[config.mk]
export PLATFORM = sky130hd
export DESIGN_NAME = touch_gesture_start_detector_core_flat
export DESIGN_NICKNAME = d
export VERILOG_FILES = /design/src/design/tgsd_pkg.sv /design/src/design/tgsd_if.sv /design/src/design/tgsd_regs.sv /design/src/design/tgsd_ctrl.sv /design/src/design/tgsd_datapath.sv /design/src/design/touch_gesture_start_detector_core.sv /design/src/flat_wrapper.sv
export SDC_FILE = /design/constraint.sdc
export NUM_CORES = 2
export LEC_CHECK = 0
export BUFFER_PORTS_ARGS = -buffer_cell sky130_fd_sc_hd__buf_4
export CAP_MARGIN = 0
export CORE_ASPECT_RATIO = 1.1
export CORE_UTILIZATION = 27
export CTS_BUF_LIST = sky130_fd_sc_hd__clkbuf_16
export DETAILED_ROUTE_END_ITERATION = 10
export PLACE_DENSITY = 0.52
export RECOVER_POWER = 50
export SYNTH_ARGS = -nofsm -noshare
export SYNTH_HDL_FRONTEND = slang
export SYNTH_HIERARCHICAL = 1
export SYNTH_SLANG_ARGS = --single-unit
[constraint.sdc]
create_clock -name clk -period 9.25 [get_ports clk]
set_input_delay 1.3875 -clock clk [delete_from_list [all_inputs] [get_ports clk]]
set_output_delay 1.3875 -clock clk [all_outputs]
set_load 0.005 [all_outputs]
[src/design/tgsd_pkg.sv]
`timescale 1ns / 1ps
`default_nettype none
package tgsd_pkg;

  // Sizing
  localparam int MAX_FINGERS = 5;
  localparam int COORD_BITS  = 16;
  localparam int FIELD_W     = 16;
  localparam int THR_W       = 16;
  localparam int AVG_W       = 17;
  localparam int CNT_OUT_W   = 3;
  localparam int CNT_W       = $clog2(MAX_FINGERS + 1);
  localparam int IDX_W       = (MAX_FINGERS > 1) ? $clog2(MAX_FINGERS) : 1;
  localparam int MAG_W       = COORD_BITS + $clog2(MAX_FINGERS);
  localparam int SUM_W       = MAG_W + 1;
  localparam int DCNT_W      = $clog2(MAG_W + 1);
  localparam int LIM_W       = THR_W + CNT_W;
  localparam int MUL_W       = (MAG_W > LIM_W) ? MAG_W : LIM_W;
  localparam int SQ_W        = 2 * MUL_W + 2;
  localparam int SQI_W       = 3;
  localparam int SQ_STEPS    = 4;
  localparam int PADDR_W     = 3;
  localparam int PDATA_W     = 32;

  localparam logic [THR_W-1:0] LOW_THR_RESET  = THR_W'(50);
  localparam logic [THR_W-1:0] HIGH_THR_RESET = THR_W'(200);

  // Register index (paddr[2])
  localparam logic REG_LOW  = 1'b0;
  localparam logic REG_HIGH = 1'b1;

  typedef logic [COORD_BITS-1:0] coord_t;
  typedef logic [2:0][COORD_BITS-1:0] point_t;

  typedef enum logic [1:0] {
    EV_START = 2'd0,
    EV_MOVE  = 2'd1,
    EV_STOP  = 2'd2
  } event_t;

  typedef enum logic [3:0] {
    ST_IDLE,
    ST_DECIDE,
    ST_STOP,
    ST_UPDATE,
    ST_COPY,
    ST_SUM,
    ST_DIV,
    ST_SQ,
    ST_TEST,
    ST_EMIT_START,
    ST_EMIT_MOVE
  } state_t;

  typedef struct packed {
    logic   in_take;
    logic   hands_off;
    logic   restart;
    logic   walk_init;
    logic   walk_copy;
    logic   walk_sum;
    logic   div_start;
    logic   div_step;
    logic   avg_load;
    logic   sq_step;
    logic   set_met;
    logic   end_frame;
    logic   out_load;
    event_t out_event;
    logic   out_last;
  } dp_cmd_t;

  typedef struct packed {
    logic fcount_zero;
    logic met;
    logic need_stop;
    logic restart_need;
    logic walk_done;
    logic div_done;
    logic sq_done;
    logic over;
    logic out_free;
  } dp_status_t;

endpackage
`default_nettype wire

[src/design/tgsd_if.sv]
`timescale 1ns / 1ps
`default_nettype none
// Point channel
interface tgsd_in_if;
  logic                        valid;
  logic                        ready;
  logic [tgsd_pkg::FIELD_W-1:0] point_x;
  logic [tgsd_pkg::FIELD_W-1:0] point_y;
  logic [tgsd_pkg::FIELD_W-1:0] point_z;
  logic                        frame_end;
  logic                        frame_empty;
  modport source(output valid, point_x, point_y, point_z, frame_end, frame_empty,
                 input ready);
  modport sink(input valid, point_x, point_y, point_z, frame_end, frame_empty,
               output ready);
endinterface

// Event channel
interface tgsd_out_if;
  logic                          valid;
  logic                          ready;
  logic [1:0]                    event_res;
  logic [tgsd_pkg::CNT_OUT_W-1:0] finger_count;
  logic signed [tgsd_pkg::AVG_W-1:0] avg_dx;
  logic signed [tgsd_pkg::AVG_W-1:0] avg_dy;
  logic signed [tgsd_pkg::AVG_W-1:0] avg_dz;
  logic                          last_result;
  modport source(output valid, event_res, finger_count, avg_dx, avg_dy, avg_dz,
                 last_result, input ready);
  modport sink(input valid, event_res, finger_count, avg_dx, avg_dy, avg_dz,
               last_result, output ready);
endinterface
`default_nettype wire

[src/design/tgsd_regs.sv]
`timescale 1ns / 1ps
`default_nettype none
module tgsd_regs (
  input  wire logic                           clk,
  input  wire logic                           rst,
  input  wire logic                           psel,
  input  wire logic                           penable,
  input  wire logic                           pwrite,
  input  wire logic [tgsd_pkg::PADDR_W-1:0]   paddr,
  input  wire logic [tgsd_pkg::PDATA_W-1:0]   pwdata,
  output logic      [tgsd_pkg::PDATA_W-1:0]   prdata,
  output logic                                pready,
  output logic      [tgsd_pkg::THR_W-1:0]     low_threshold,
  output logic      [tgsd_pkg::THR_W-1:0]     high_threshold
);

  logic wr_en;
  assign wr_en  = psel & penable & pwrite;
  assign pready = 1'b1;

  // Threshold registers
  always_ff @(posedge clk) begin
    if (rst) begin
      low_threshold  <= tgsd_pkg::LOW_THR_RESET;
      high_threshold <= tgsd_pkg::HIGH_THR_RESET;
    end else if (wr_en) begin
      if (paddr[2] == tgsd_pkg::REG_LOW) begin
        low_threshold <= pwdata[tgsd_pkg::THR_W-1:0];
      end else begin
        high_threshold <= pwdata[tgsd_pkg::THR_W-1:0];
      end
    end
  end

  // Read mux
  always_comb begin
    if (paddr[2] == tgsd_pkg::REG_HIGH) begin
      prdata = tgsd_pkg::PDATA_W'(high_threshold);
    end else begin
      prdata = tgsd_pkg::PDATA_W'(low_threshold);
    end
  end

endmodule
`default_nettype wire

[src/design/tgsd_ctrl.sv]
`timescale 1ns / 1ps
`default_nettype none
module tgsd_ctrl (
  input  wire logic                 clk,
  input  wire logic                 rst,
  input  wire logic                 in_valid,
  input  wire logic                 in_frame_end,
  output logic                      in_ready,
  input  wire tgsd_pkg::dp_status_t status,
  output tgsd_pkg::dp_cmd_t         cmd
);

  tgsd_pkg::state_t state, state_next;

  always_ff @(posedge clk) begin
    if (rst) begin
      state <= tgsd_pkg::ST_IDLE;
    end else begin
      state <= state_next;
    end
  end

  // Next state
  always_comb begin
    state_next = state;
    unique case (state)
      tgsd_pkg::ST_IDLE: begin
        if (in_valid && in_frame_end) state_next = tgsd_pkg::ST_DECIDE;
      end
      tgsd_pkg::ST_DECIDE: begin
        state_next = status.need_stop ? tgsd_pkg::ST_STOP : tgsd_pkg::ST_UPDATE;
      end
      tgsd_pkg::ST_STOP: begin
        if (status.out_free) state_next = tgsd_pkg::ST_UPDATE;
      end
      tgsd_pkg::ST_UPDATE: begin
        priority if (status.fcount_zero) state_next = tgsd_pkg::ST_IDLE;
        else if (status.restart_need) state_next = tgsd_pkg::ST_COPY;
        else state_next = tgsd_pkg::ST_SUM;
      end
      tgsd_pkg::ST_COPY: begin
        if (status.walk_done) state_next = tgsd_pkg::ST_IDLE;
      end
      tgsd_pkg::ST_SUM: begin
        if (status.walk_done) state_next = tgsd_pkg::ST_DIV;
      end
      tgsd_pkg::ST_DIV: begin
        if (status.div_done) begin
          state_next = status.met ? tgsd_pkg::ST_EMIT_MOVE : tgsd_pkg::ST_SQ;
        end
      end
      tgsd_pkg::ST_SQ: begin
        if (status.sq_done) state_next = tgsd_pkg::ST_TEST;
      end
      tgsd_pkg::ST_TEST: begin
        state_next = status.over ? tgsd_pkg::ST_EMIT_START : tgsd_pkg::ST_IDLE;
      end
      tgsd_pkg::ST_EMIT_START: begin
        if (status.out_free) state_next = tgsd_pkg::ST_EMIT_MOVE;
      end
      tgsd_pkg::ST_EMIT_MOVE: begin
        if (status.out_free) state_next = tgsd_pkg::ST_IDLE;
      end
      default: state_next = tgsd_pkg::ST_IDLE;
    endcase
  end

  // Commands
  always_comb begin
    cmd           = '0;
    cmd.out_event = tgsd_pkg::EV_MOVE;
    in_ready      = 1'b0;
    unique case (state)
      tgsd_pkg::ST_IDLE: begin
        in_ready    = 1'b1;
        cmd.in_take = in_valid;
      end
      tgsd_pkg::ST_DECIDE: begin
      end
      tgsd_pkg::ST_STOP: begin
        cmd.out_load  = status.out_free;
        cmd.out_event = tgsd_pkg::EV_STOP;
        cmd.out_last  = 1'b1;
      end
      tgsd_pkg::ST_UPDATE: begin
        priority if (status.fcount_zero) cmd.hands_off = 1'b1;
        else if (status.restart_need) cmd.restart = 1'b1;
        else cmd.walk_init = 1'b1;
      end
      tgsd_pkg::ST_COPY: begin
        cmd.walk_copy = !status.walk_done;
        cmd.end_frame = status.walk_done;
      end
      tgsd_pkg::ST_SUM: begin
        cmd.walk_sum  = !status.walk_done;
        cmd.div_start = status.walk_done;
      end
      tgsd_pkg::ST_DIV: begin
        cmd.div_step = !status.div_done;
        cmd.avg_load = status.div_done;
      end
      tgsd_pkg::ST_SQ: begin
        cmd.sq_step = !status.sq_done;
      end
      tgsd_pkg::ST_TEST: begin
        cmd.set_met   = status.over;
        cmd.end_frame = !status.over;
      end
      tgsd_pkg::ST_EMIT_START: begin
        cmd.out_load  = status.out_free;
        cmd.out_event = tgsd_pkg::EV_START;
      end
      tgsd_pkg::ST_EMIT_MOVE: begin
        cmd.out_load  = status.out_free;
        cmd.out_event = tgsd_pkg::EV_MOVE;
        cmd.out_last  = 1'b1;
        cmd.end_frame = status.out_free;
      end
      default: begin
      end
    endcase
  end

endmodule
`default_nettype wire

[src/design/tgsd_datapath.sv]
`timescale 1ns / 1ps
`default_nettype none
module tgsd_datapath (
  input  wire logic                              clk,
  input  wire logic                              rst,
  input  wire tgsd_pkg::dp_cmd_t                 cmd,
  output tgsd_pkg::dp_status_t                   status,
  input  wire logic [tgsd_pkg::FIELD_W-1:0]      point_x,
  input  wire logic [tgsd_pkg::FIELD_W-1:0]      point_y,
  input  wire logic [tgsd_pkg::FIELD_W-1:0]      point_z,
  input  wire logic                              frame_empty,
  input  wire logic [tgsd_pkg::THR_W-1:0]        low_threshold,
  input  wire logic [tgsd_pkg::THR_W-1:0]        high_threshold,
  output logic                                   out_valid,
  input  wire logic                              out_ready,
  output logic [1:0]                             event_res,
  output logic [tgsd_pkg::CNT_OUT_W-1:0]         finger_count,
  output logic signed [tgsd_pkg::AVG_W-1:0]      avg_dx,
  output logic signed [tgsd_pkg::AVG_W-1:0]      avg_dy,
  output logic signed [tgsd_pkg::AVG_W-1:0]      avg_dz,
  output logic                                   last_result
);

  localparam int NF = tgsd_pkg::MAX_FINGERS;
  localparam int MW = tgsd_pkg::MAG_W;
  localparam int CW = tgsd_pkg::CNT_W;

  // Point buffers
  tgsd_pkg::point_t frame_pts [NF];
  tgsd_pkg::point_t start_pts [NF];

  // Gesture state
  logic [CW-1:0] fcount;
  logic [CW-1:0] gcount;
  logic          active;
  logic          met;
  logic          use_high;
  logic signed [tgsd_pkg::AVG_W-1:0] last_avg [3];

  // Walk, divide and square sequencing
  logic [CW-1:0]                   walk_idx;
  logic [tgsd_pkg::DCNT_W-1:0]     div_cnt;
  logic [tgsd_pkg::SQI_W-1:0]      sq_idx;
  logic signed [tgsd_pkg::SUM_W-1:0] acc [3];
  logic [MW-1:0]                   mag_r [3];
  logic                            neg_r [3];
  logic [MW-1:0]                   work [3];
  logic [CW-1:0]                   rem [3];
  logic [tgsd_pkg::LIM_W-1:0]      lim_r;
  logic [2*tgsd_pkg::MUL_W-1:0]    prod;
  logic [tgsd_pkg::SQ_W-1:0]       acc_sq;

  logic                          take_point;
  tgsd_pkg::point_t              in_pt;
  tgsd_pkg::point_t              rd_f;
  tgsd_pkg::point_t              rd_s;
  logic signed [tgsd_pkg::COORD_BITS:0] delta [3];
  logic [MW-1:0]                 mag_c [3];
  logic [CW:0]                   trial [3];
  logic                          qbit [3];
  logic signed [MW:0]            qs [3];
  logic signed [tgsd_pkg::AVG_W-1:0] avg_c [3];
  logic [tgsd_pkg::MUL_W-1:0]    sq_op;
  logic [tgsd_pkg::THR_W-1:0]    thr_sel;

  assign take_point = cmd.in_take && !frame_empty && (fcount < CW'(NF));
  assign in_pt[0]   = tgsd_pkg::coord_t'(point_x);
  assign in_pt[1]   = tgsd_pkg::coord_t'(point_y);
  assign in_pt[2]   = tgsd_pkg::coord_t'(point_z);
  assign rd_f       = frame_pts[walk_idx[tgsd_pkg::IDX_W-1:0]];
  assign rd_s       = start_pts[walk_idx[tgsd_pkg::IDX_W-1:0]];
  assign thr_sel    = use_high ? high_threshold : low_threshold;

  // Per-lane delta, magnitude, divide step and signed average
  always_comb begin
    for (int k = 0; k < 3; k++) begin
      delta[k] = $signed({1'b0, rd_f[k]}) - $signed({1'b0, rd_s[k]});
      mag_c[k] = acc[k][tgsd_pkg::SUM_W-1] ? MW'(-acc[k]) : MW'(acc[k]);
      trial[k] = {rem[k], work[k][MW-1]};
      qbit[k]  = (trial[k] >= {1'b0, gcount});
      qs[k]    = $signed({1'b0, work[k]});
      avg_c[k] = neg_r[k] ? tgsd_pkg::AVG_W'(-qs[k]) : tgsd_pkg::AVG_W'(qs[k]);
    end
  end

  // Square operand select
  always_comb begin
    unique case (sq_idx)
      3'd0:    sq_op = tgsd_pkg::MUL_W'(mag_r[0]);
      3'd1:    sq_op = tgsd_pkg::MUL_W'(mag_r[1]);
      3'd2:    sq_op = tgsd_pkg::MUL_W'(mag_r[2]);
      default: sq_op = tgsd_pkg::MUL_W'(lim_r);
    endcase
  end

  // Control state
  always_ff @(posedge clk) begin
    if (rst) begin
      fcount    <= '0;
      gcount    <= '0;
      active    <= 1'b0;
      met       <= 1'b0;
      use_high  <= 1'b0;
      walk_idx  <= '0;
      div_cnt   <= '0;
      sq_idx    <= '0;
      out_valid <= 1'b0;
      for (int k = 0; k < 3; k++) last_avg[k] <= '0;
    end else begin
      if (take_point) fcount <= fcount + 1'b1;
      if (cmd.hands_off) begin
        active   <= 1'b0;
        use_high <= 1'b0;
        fcount   <= '0;
      end
      if (cmd.restart) begin
        active   <= 1'b1;
        gcount   <= fcount;
        met      <= 1'b0;
        walk_idx <= '0;
        if (active && (gcount > fcount)) use_high <= 1'b1;
        for (int k = 0; k < 3; k++) last_avg[k] <= '0;
      end
      if (cmd.walk_init) walk_idx <= '0;
      if (cmd.walk_copy || cmd.walk_sum) walk_idx <= walk_idx + 1'b1;
      if (cmd.div_start) begin
        div_cnt <= '0;
        sq_idx  <= '0;
      end
      if (cmd.div_step) div_cnt <= div_cnt + 1'b1;
      if (cmd.avg_load) begin
        for (int k = 0; k < 3; k++) last_avg[k] <= avg_c[k];
      end
      if (cmd.sq_step) sq_idx <= sq_idx + 1'b1;
      if (cmd.set_met) met <= 1'b1;
      if (cmd.end_frame) fcount <= '0;
      if (cmd.out_load) begin
        out_valid <= 1'b1;
      end else if (out_ready) begin
        out_valid <= 1'b0;
      end
    end
  end

  // Payload storage and arithmetic
  always_ff @(posedge clk) begin
    if (take_point) frame_pts[fcount[tgsd_pkg::IDX_W-1:0]] <= in_pt;
    if (cmd.walk_copy) start_pts[walk_idx[tgsd_pkg::IDX_W-1:0]] <= rd_f;
    if (cmd.walk_init) begin
      for (int k = 0; k < 3; k++) acc[k] <= '0;
    end
    if (cmd.walk_sum) begin
      for (int k = 0; k < 3; k++) acc[k] <= acc[k] + tgsd_pkg::SUM_W'(delta[k]);
    end
    if (cmd.div_start) begin
      for (int k = 0; k < 3; k++) begin
        mag_r[k] <= mag_c[k];
        neg_r[k] <= acc[k][tgsd_pkg::SUM_W-1];
        work[k]  <= mag_c[k];
        rem[k]   <= '0;
      end
      lim_r  <= thr_sel * gcount;
      acc_sq <= '0;
    end
    if (cmd.div_step) begin
      for (int k = 0; k < 3; k++) begin
        rem[k]  <= qbit[k] ? CW'(trial[k] - {1'b0, gcount}) : trial[k][CW-1:0];
        work[k] <= {work[k][MW-2:0], qbit[k]};
      end
    end
    if (cmd.sq_step) begin
      prod <= sq_op * sq_op;
      if (sq_idx != '0) acc_sq <= acc_sq + tgsd_pkg::SQ_W'(prod);
    end
    if (cmd.out_load) begin
      event_res    <= cmd.out_event;
      finger_count <= tgsd_pkg::CNT_OUT_W'(gcount);
      avg_dx       <= last_avg[0];
      avg_dy       <= last_avg[1];
      avg_dz       <= last_avg[2];
      last_result  <= cmd.out_last;
    end
  end

  // Status to controller
  always_comb begin
    status.fcount_zero  = (fcount == '0);
    status.met          = met;
    status.need_stop    = active && met && ((fcount == '0) || (gcount != fcount));
    status.restart_need = !active || (gcount != fcount);
    status.walk_done    = (walk_idx == gcount);
    status.div_done     = (div_cnt == tgsd_pkg::DCNT_W'(MW));
    status.sq_done      = (sq_idx == tgsd_pkg::SQI_W'(tgsd_pkg::SQ_STEPS));
    status.over         = (acc_sq > tgsd_pkg::SQ_W'(prod));
    status.out_free     = !out_valid || out_ready;
  end

  // A pending result is never overwritten
  a_no_overwrite: assert property (@(posedge clk) disable iff (rst)
    cmd.out_load |-> (!out_valid || out_ready))
    else $error("result register overwritten");

  // Walk never runs past the gesture's finger count
  a_walk_bound: assert property (@(posedge clk) disable iff (rst)
    (cmd.walk_copy || cmd.walk_sum) |-> (walk_idx < gcount))
    else $error("walk index past finger count");

  // Frame buffer fill stays within capacity
  a_fcount_bound: assert property (@(posedge clk) disable iff (rst)
    fcount <= CW'(NF))
    else $error("frame count over capacity");

endmodule
`default_nettype wire

[src/design/touch_gesture_start_detector_core.sv]
`timescale 1ns / 1ps
`default_nettype none
// Touch gesture start detector.
// points: one finger point per transaction (valid/ready); frame_end marks the
// last transaction of a frame, frame_empty marks a transaction with no point.
// events: start/move/stop results (valid/ready), last_result on the final one
// of a frame. APB port: low_threshold at 0x0, high_threshold at 0x4.
// A point that does not end a frame is taken while the controller is idle.
// A frame end runs a copy of the start points when the finger count changes
// or no gesture is active; otherwise an N-step point walk, a 19-step
// bit-serial divide of the three sums by N, four passes through one squaring
// multiplier and the compare; once the gesture has started the squaring and
// compare are skipped. A hands-off frame clears the gesture state. A stop
// event is loaded before the update; other results wait for a free output.
// The next frame's points are taken while the last result still waits in the
// output register; a stalled receiver holds the controller only when a new
// result must be loaded. Reset clears the gesture state, empties the frame
// buffer and restores thresholds 50 and 200; no clearing pass is needed.
module touch_gesture_start_detector_core (
  input  wire logic                         clk,
  input  wire logic                         rst,
  tgsd_in_if.sink                           points,
  tgsd_out_if.source                        events,
  input  wire logic                         psel,
  input  wire logic                         penable,
  input  wire logic                         pwrite,
  input  wire logic [tgsd_pkg::PADDR_W-1:0] paddr,
  input  wire logic [tgsd_pkg::PDATA_W-1:0] pwdata,
  output logic      [tgsd_pkg::PDATA_W-1:0] prdata,
  output logic                              pready
);

  tgsd_pkg::dp_cmd_t    cmd;
  tgsd_pkg::dp_status_t status;
  logic [tgsd_pkg::THR_W-1:0] low_threshold;
  logic [tgsd_pkg::THR_W-1:0] high_threshold;
  logic in_ready;

  assign points.ready = in_ready;

  tgsd_regs u_regs (
    .clk            (clk),
    .rst            (rst),
    .psel           (psel),
    .penable        (penable),
    .pwrite         (pwrite),
    .paddr          (paddr),
    .pwdata         (pwdata),
    .prdata         (prdata),
    .pready         (pready),
    .low_threshold  (low_threshold),
    .high_threshold (high_threshold)
  );

  tgsd_ctrl u_ctrl (
    .clk          (clk),
    .rst          (rst),
    .in_valid     (points.valid),
    .in_frame_end (points.frame_end),
    .in_ready     (in_ready),
    .status       (status),
    .cmd          (cmd)
  );

  tgsd_datapath u_dp (
    .clk            (clk),
    .rst            (rst),
    .cmd            (cmd),
    .status         (status),
    .point_x        (points.point_x),
    .point_y        (points.point_y),
    .point_z        (points.point_z),
    .frame_empty    (points.frame_empty),
    .low_threshold  (low_threshold),
    .high_threshold (high_threshold),
    .out_valid      (events.valid),
    .out_ready      (events.ready),
    .event_res      (events.event_res),
    .finger_count   (events.finger_count),
    .avg_dx         (events.avg_dx),
    .avg_dy         (events.avg_dy),
    .avg_dz         (events.avg_dz),
    .last_result    (events.last_result)
  );

endmodule
`default_nettype wire
[src/flat_wrapper.sv]
// flat-port wrapper written by rule: the top's interface ports become plain ports
module touch_gesture_start_detector_core_flat 
  (clk, rst, psel, penable, pwrite, paddr, pwdata, prdata, pready, points_valid, points_point_x, points_point_y, points_point_z, points_frame_end, points_frame_empty, points_ready, events_valid, events_event_res, events_finger_count, events_avg_dx, events_avg_dy, events_avg_dz, events_last_result, events_ready);
  tgsd_in_if points_i ();
  tgsd_out_if events_i ();
  input  wire logic clk;
  input  wire logic rst;
  input  wire logic psel;
  input  wire logic penable;
  input  wire logic pwrite;
  input  wire logic [tgsd_pkg::PADDR_W-1:0] paddr;
  input  wire logic [tgsd_pkg::PDATA_W-1:0] pwdata;
  output logic      [tgsd_pkg::PDATA_W-1:0] prdata;
  output logic pready;
  input wire logic [$bits(points_i.valid)-1:0] points_valid;
  input wire logic [$bits(points_i.point_x)-1:0] points_point_x;
  input wire logic [$bits(points_i.point_y)-1:0] points_point_y;
  input wire logic [$bits(points_i.point_z)-1:0] points_point_z;
  input wire logic [$bits(points_i.frame_end)-1:0] points_frame_end;
  input wire logic [$bits(points_i.frame_empty)-1:0] points_frame_empty;
  output wire logic [$bits(points_i.ready)-1:0] points_ready;
  output wire logic [$bits(events_i.valid)-1:0] events_valid;
  output wire logic [$bits(events_i.event_res)-1:0] events_event_res;
  output wire logic [$bits(events_i.finger_count)-1:0] events_finger_count;
  output wire logic [$bits(events_i.avg_dx)-1:0] events_avg_dx;
  output wire logic [$bits(events_i.avg_dy)-1:0] events_avg_dy;
  output wire logic [$bits(events_i.avg_dz)-1:0] events_avg_dz;
  output wire logic [$bits(events_i.last_result)-1:0] events_last_result;
  input wire logic [$bits(events_i.ready)-1:0] events_ready;
  assign points_i.valid = points_valid;
  assign points_i.point_x = points_point_x;
  assign points_i.point_y = points_point_y;
  assign points_i.point_z = points_point_z;
  assign points_i.frame_end = points_frame_end;
  assign points_i.frame_empty = points_frame_empty;
  assign points_ready = points_i.ready;
  assign events_valid = events_i.valid;
  assign events_event_res = events_i.event_res;
  assign events_finger_count = events_i.finger_count;
  assign events_avg_dx = events_i.avg_dx;
  assign events_avg_dy = events_i.avg_dy;
  assign events_avg_dz = events_i.avg_dz;
  assign events_last_result = events_i.last_result;
  assign events_i.ready = events_ready;
  touch_gesture_start_detector_core u_core (.clk(clk), .rst(rst), .points(points_i), .events(events_i), .psel(psel), .penable(penable), .pwrite(pwrite), .paddr(paddr), .pwdata(pwdata), .prdata(prdata), .pready(pready));
endmodule
# Word-level counts from Yosys, hierarchy flattened
# Memories as Yosys holds them, arrays and structs flattened. A register that Yosys moved wholly into a read port is not among the register bits.
# Index checks and enable logic that the tools add are counted.
# op_classes
n_reduce_logical,32
magnitude_cmp,6
mux,99
addsub,20
bitwise,18
n_eq_ne,24
multipliers,2
# ops
cell,n
two-way mux 17 bit,9
two-way mux 40 bit,3
two-way mux 19 bit,6
adder 20 x 17 -> 20 bit,3
two-way mux 20 bit,3
negator 19 bit,3
one-hot mux 19 bit (3 select lines),1
two-way mux 3 bit,17
negator 17 bit,3
subtractor 16 x 16 -> 17 bit,3
one-hot mux 4 bit (11 select lines),1
adder 40 x 38 -> 40 bit,1
> comparator 40 x 38 -> 1 bit,1
two-way mux 1 bit,40
two-way mux 4 bit,10
multiplier 19 x 19 -> 38 bit,1
two-way mux 16 bit,2
multiplier 16 x 3 -> 19 bit,1
"equality test 4 x 3 -> 1 bit, second input constant",4
"!= test 2 bit, second input constant",8
bitwise OR 1 bit,15
"equality test 4 bit, second input constant",3
greater-or-equal comparator 4 x 3 -> 1 bit,3
two-way mux 5 bit,2
29 further kinds,58
# word_totals
output_inout_bits,92
ramBits,717
mem_count,8
wordCells,227
register_bits,160
input_bits,92
# mem_list
memory,depth,width,rd,rd_ports_with_merged_regs,wr,line,text
u_core.u_dp.frame_pts,5,48,1,1,1,tgsd_datapath.sv:29,tgsd_pkg::point_t frame_pts [NF];
u_core.u_dp.start_pts,5,48,1,1,1,tgsd_datapath.sv:30,tgsd_pkg::point_t start_pts [NF];
u_core.u_dp.acc,3,20,3,0,3,tgsd_datapath.sv:44,logic signed [tgsd_pkg::SUM_W-1:0] acc [3];
u_core.u_dp.mag_r,3,19,3,0,3,tgsd_datapath.sv:45,logic [MW-1:0] mag_r [3];
u_core.u_dp.work,3,19,3,0,3,tgsd_datapath.sv:47,logic [MW-1:0] work [3];
u_core.u_dp.last_avg,3,17,3,3,3,tgsd_datapath.sv:38,logic signed [tgsd_pkg::AVG_W-1:0] last_avg [3];
+2 memories,n/a,n/a,n/a,n/a,n/a,n/a,

# Longest topological paths before layout
# depth
word_depth,10
mapped_depth,35
mapped_depth_nobuf,31

# Hierarchy
# Netlist, hierarchy kept.
# by_module_without_submodules
module,instances,seq_area_each_um2,cells_each,area_per_inst_um2
tgsd_datapath,1,26205.1,4376,53750.3
tgsd_regs,1,640.6,168,1700.4
tgsd_ctrl,1,80.1,83,574.3

# Worst setup path before layout
# OpenSTA, ideal clock, no wires.
# synth_timing
path_type,register to register
from,register u_core/u_dp/sq_idx[0] in the netlist's numbering
to,register u_core/u_dp/prod[35] in the netlist's numbering (data pin)
n_path_buf,2
setup_slack_ns,1.500
arrival_time_ns,7.490
period_less_slack_ns,7.750
required_ns,8.990
path_stages_with_launch,29
setup_time_ns,0.260
cell_sequence,dfxtp_1 -> inv_1 -> ha_1 -> nor2b_1 -> or3_1 -> clkbuf_1 -> a31oi_1 -> inv_1 -> clkbuf_1 -> nor2_1 -> fa_1 -> fa_1 -> inv_1 -> fa_1 -> inv_1 -> fa_1 -> inv_1 -> fa_1 -> fa_1 -> inv_1 -> ha_1 -> and4_1 -> and3_1 -> a311o_1 -> a311o_1 -> a31oi_4 -> o21ai_1 -> a221oi_2 -> xnor2_1
# synth_between
elab_chain_len,3
word_cells_on_any_way,5
classes_between,1 x mul; 2 x eq/ne; 1 x mux; 1 x reduce/logical
# synth_lines
element,line,text
from (decl),tgsd_datapath.sv:43,logic [tgsd_pkg::SQI_W-1:0] sq_idx;
from (signal assigned),tgsd_datapath.sv:134,if (cmd.sq_step) sq_idx <= sq_idx + 1'b1;
"equality test 3 x 2 -> 1 bit, or another cell as far along",tgsd_datapath.sv:88,unique case (sq_idx)
one-hot mux 19 bit (3 select lines) *,tgsd_datapath.sv:88,
multiplier 19 x 19 -> 38 bit *,tgsd_datapath.sv:172,prod <= sq_op * sq_op;
to (signal assigned),tgsd_datapath.sv:172,
to (decl),tgsd_datapath.sv:50,logic [2*tgsd_pkg::MUL_W-1:0] prod;
# Mark *: on every way between the ends. The rest lies on a longest branch, timed or not.
# A chain may end at the register's enable or synchronous reset.

# Worst setup path after layout
# layout_timing
from,register u_core/u_dp/sq_idx[0] in the netlist's numbering
to,register u_core/u_dp/prod[36] in the netlist's numbering (data pin)
# Same word-level chain as after synthesis.

==> run summary <==
Die area: 209300 sq um
Final Cell Area: 63420 sq um
Clock Sinks: 930
Skew final: 0.03460 ns
RD Place Congestion: 0.8441
Worst hold slack: 0.4104 ns
FF-to-FF End: u_core/u_dp/prod[36]
Hold endpoint: u_core/u_dp/avg_dz[11]
Routed Antenna Nets: 0
Initial Utilization: 27.13%
Total Routing Usage GR: 12.57%
Port Buf Inserts: 148
Synthesized flop and latch total: 930
Worst-Skew Late Latency: 0.72 ns
DRT Wirelength: 133000 microns
Total CTS buffers: 104
DR vias/cell: 4.540
Sequential share of the synthesized area: 48.06%
Critical Path Max Stage Delay: 0.54 ns
Placed Area: 60440 sq um
Crit Reg-Reg Startpoint: u_core/u_dp/sq_idx[0]
Worst Path Arrival: 9.14 ns
Hold path startpoint: u_core/u_dp/last_avg[0][45]
Setup repair after global routing missed its margin: false
GRT overflow: 0
Core area: 206500 sq um
Largest net degree at the start of global routing: 82
Reg2Reg Setup Slack: 0.56 ns
Final number of setup-violating endpoints: 0
Final WS setup: 0.5584 ns
Min-delay worst type: reg2reg
Site Rows: 175
Worst hold path depth: 0
Area Overhead vs Synth: 13.21%
# Post-CTS Setup Buffers: 0
Highest-count cells in the layout ignoring fill and taps: 830 x edfxtp_1, 542 x inv_1, 392 x nor2_1
Slew Viols, Final: 329
Reg2Reg Depth: 31
Synth Area per Inst: 12.11 sq um
Num ports: 184
Root Buffer: clkbuf_16
Die Y-Extent: 479.8 microns
Main flop type after synthesis: edfxtp_1
Synth unique cells: 95
Number of remaining DRC errors: 0
Pre-CTS WS: 0.5904 ns
Post-synth ARST share: 0%
Most common cell after layout, fill and taps aside: edfxtp_1
Post-synth EDFFs: 830
Pre-antenna DRT Iters: 5
Initial DRC Count: 1714
Status: finished, violations left
CTS H-tree lvls: 3
Max_cap viols: 7
Tot Pwr: 23.16 mW
CP Max Fanout: 38
Nets@finish: 5497
CP max-delay cell: fa_1
Die W: 436.3 microns
Worst path required time: 9.70 ns
Endpoint type of the worst setup path: flop
CTS tree: done
Worst setup SP type: flop
PwrDens: 365.2 nW/um^2
Max Fclk: 115.1 MHz
Worst-path clk slew: 0.06 ns
CP Class: reg2reg
Vias in the first global route: 35638
# resized after CTS: 0
Slew HR: -114.2%
Slew of the pin with the lowest slew margin: 3.213 ns
Fillers: 20829
Final Cycle Share: 93.96%
Failing checks: max-capacitance violations, max-slew violations
Mapped Cells: 4627
DP HPWL: 98190 microns
Initial antenna violation count: 5
Share of layout cells above drive strength 1: 9.936%
Post-layout minimum cycle time: 8.692 ns
First-pass GRT wire length: 206900 microns
Synth Cell Area: 56020 sq um
Hold buffers post-CTS: 0
Synthesis Warnings: 6
Clock Tree Buf Depth: 3
Final Hold Vio Count: 0
Setup Total Neg Slack: 0 ns
LEAKAGE: 24.14 nW
DR vias: 34575
Peak VDD IR: 0.6837 mV
WL/cell: 17.47 microns
==> report_power, final <==
| part | internal (mW) | switching, mW |
|---|---|---|
| clock network | 2.36 | 1.75 |
| logic | 5.69 | 7.61 |
| registers | 5.59 | 0.162 |
| total | 13.6 | 9.52 |
==> how the worst max path moves through the flow <==
stage,from,slack (ns),end
after floorplan,u_core/u_dp/sq_idx[0],1.50,u_core/u_dp/prod[35]
after global placement,u_core/u_dp/sq_idx[0],0.60,u_core/u_dp/prod[36]
after detailed placement,u_core/u_dp/sq_idx[0],0.59,u_core/u_dp/prod[36]
after CTS,u_core/u_dp/sq_idx[0],0.58,u_core/u_dp/prod[36]
after global routing,u_core/u_dp/sq_idx[0],0.18,u_core/u_dp/prod[36]
final,u_core/u_dp/sq_idx[0],0.56,u_core/u_dp/prod[36]
==> final cells by class <==
type	count	area [sq um]	area share, %
flip-flops and latches	930	26930	42.47
multi-input cells	3025	26480	41.75
well taps	2743	3432	5.411
clock buffers	104	2603	4.103
inverters	523	1963	3.095
repair buffers	206	1211	1.910
clock inverters	83	797.0	1.257
diodes	2	5.005	0.007891
==> flip-flops by register name, indices dropped and copies added (netlist names), 19 cells and up, named ones only <==
| register | flops |
|---|---|
| u_core/u_dp/frame_pts | 240 |
| u_core/u_dp/mag_r | 57 |
| u_core/u_dp/acc_sq | 40 |
| u_core/u_dp/last_avg | 51 |
| u_core/u_dp/prod | 37 |
| u_core/u_dp/lim_r | 19 |
| u_core/u_dp/work | 57 |
| u_core/u_dp/acc | 60 |
| u_core/u_dp/start_pts | 240 |
==> cells by family (layout without fill, tap and decap cells) <==
kind of cell	count (synthesis)	after routing	share of synthesized area (%)
AO/OA/AOI/OAI	703	703	8.359
AND/OR/NAND/NOR	1118	1118	9.306
other	2	19	0.01340
multiplexers	319	319	8.114
buffers and inverters	687	916	4.813
XOR/XNOR	253	253	3.955
flip-flops	930	930	48.06
adder cells (fa/ha/maj)	615	615	17.38
==> cell usage after synthesis (all sizes together), types with 18 or more instances <==
cell type | count | area [sq um]
edfxtp | 830 | 24920
inv | 520 | 1952
nor2 | 395 | 1488
ha | 343 | 4292
nand2 | 283 | 1062
fa | 272 | 5445
a21oi | 197 | 989.7
xnor2 | 162 | 1419
o21ai | 155 | 775.7
mux2 | 121 | 1363
clkbuf | 119 | 446.7
mux2i | 102 | 1021
dfxtp | 100 | 2002
mux4 | 96 | 2162
xor2 | 91 | 797.0
nand2b | 85 | 531.8
nand3 | 80 | 400.4
nor3 | 72 | 360.4
a21o | 50 | 375.4
buf | 45 | 286.5
o31ai | 40 | 334.1
nor2b | 38 | 237.7
or3 | 31 | 193.9
o21bai | 30 | 225.2
and2 | 29 | 181.4
a211oi | 28 | 225.2
a31oi | 25 | 171.4
o21a | 21 | 157.7
a22oi | 20 | 150.1
and3 | 20 | 130.1
nand4 | 19 | 118.9
o41ai | 18 | 199.0
==> critical path: cells and delay by family, from the launching register on <==
kind | cells | cell delay (ns)
adders and majority gates | 8 | 3.55
AOI/OAI and AO/OA | 6 | 1.70
buffers and inverters | 9 | 1.43
and+or+nand+nor | 8 | 1.33
DFF | 1 | 0.40
==> layer usage <==
metal | up-vias | routed length (microns) | global-route usage, %
li1 | 16723 | - | -
met1 | 17166 | 57030 | 15.20
met2 | 508 | 68640 | 23.04
met3 | 174 | 4046 | 1.544
met4 | 4 | 3277 | 3.906
met5 | - | 17 | 0
==> metrics by stage <==
stage / util (%) / instances
final: 30.72 / 7616
after floorplan: - / 4642
after detailed placement: 29.27 / 7427
after global placement: 29.27 / 7427
after CTS: 30.92 / 7614
after global routing: 30.71 / 7614
Power figures use the tool's default switching activity.
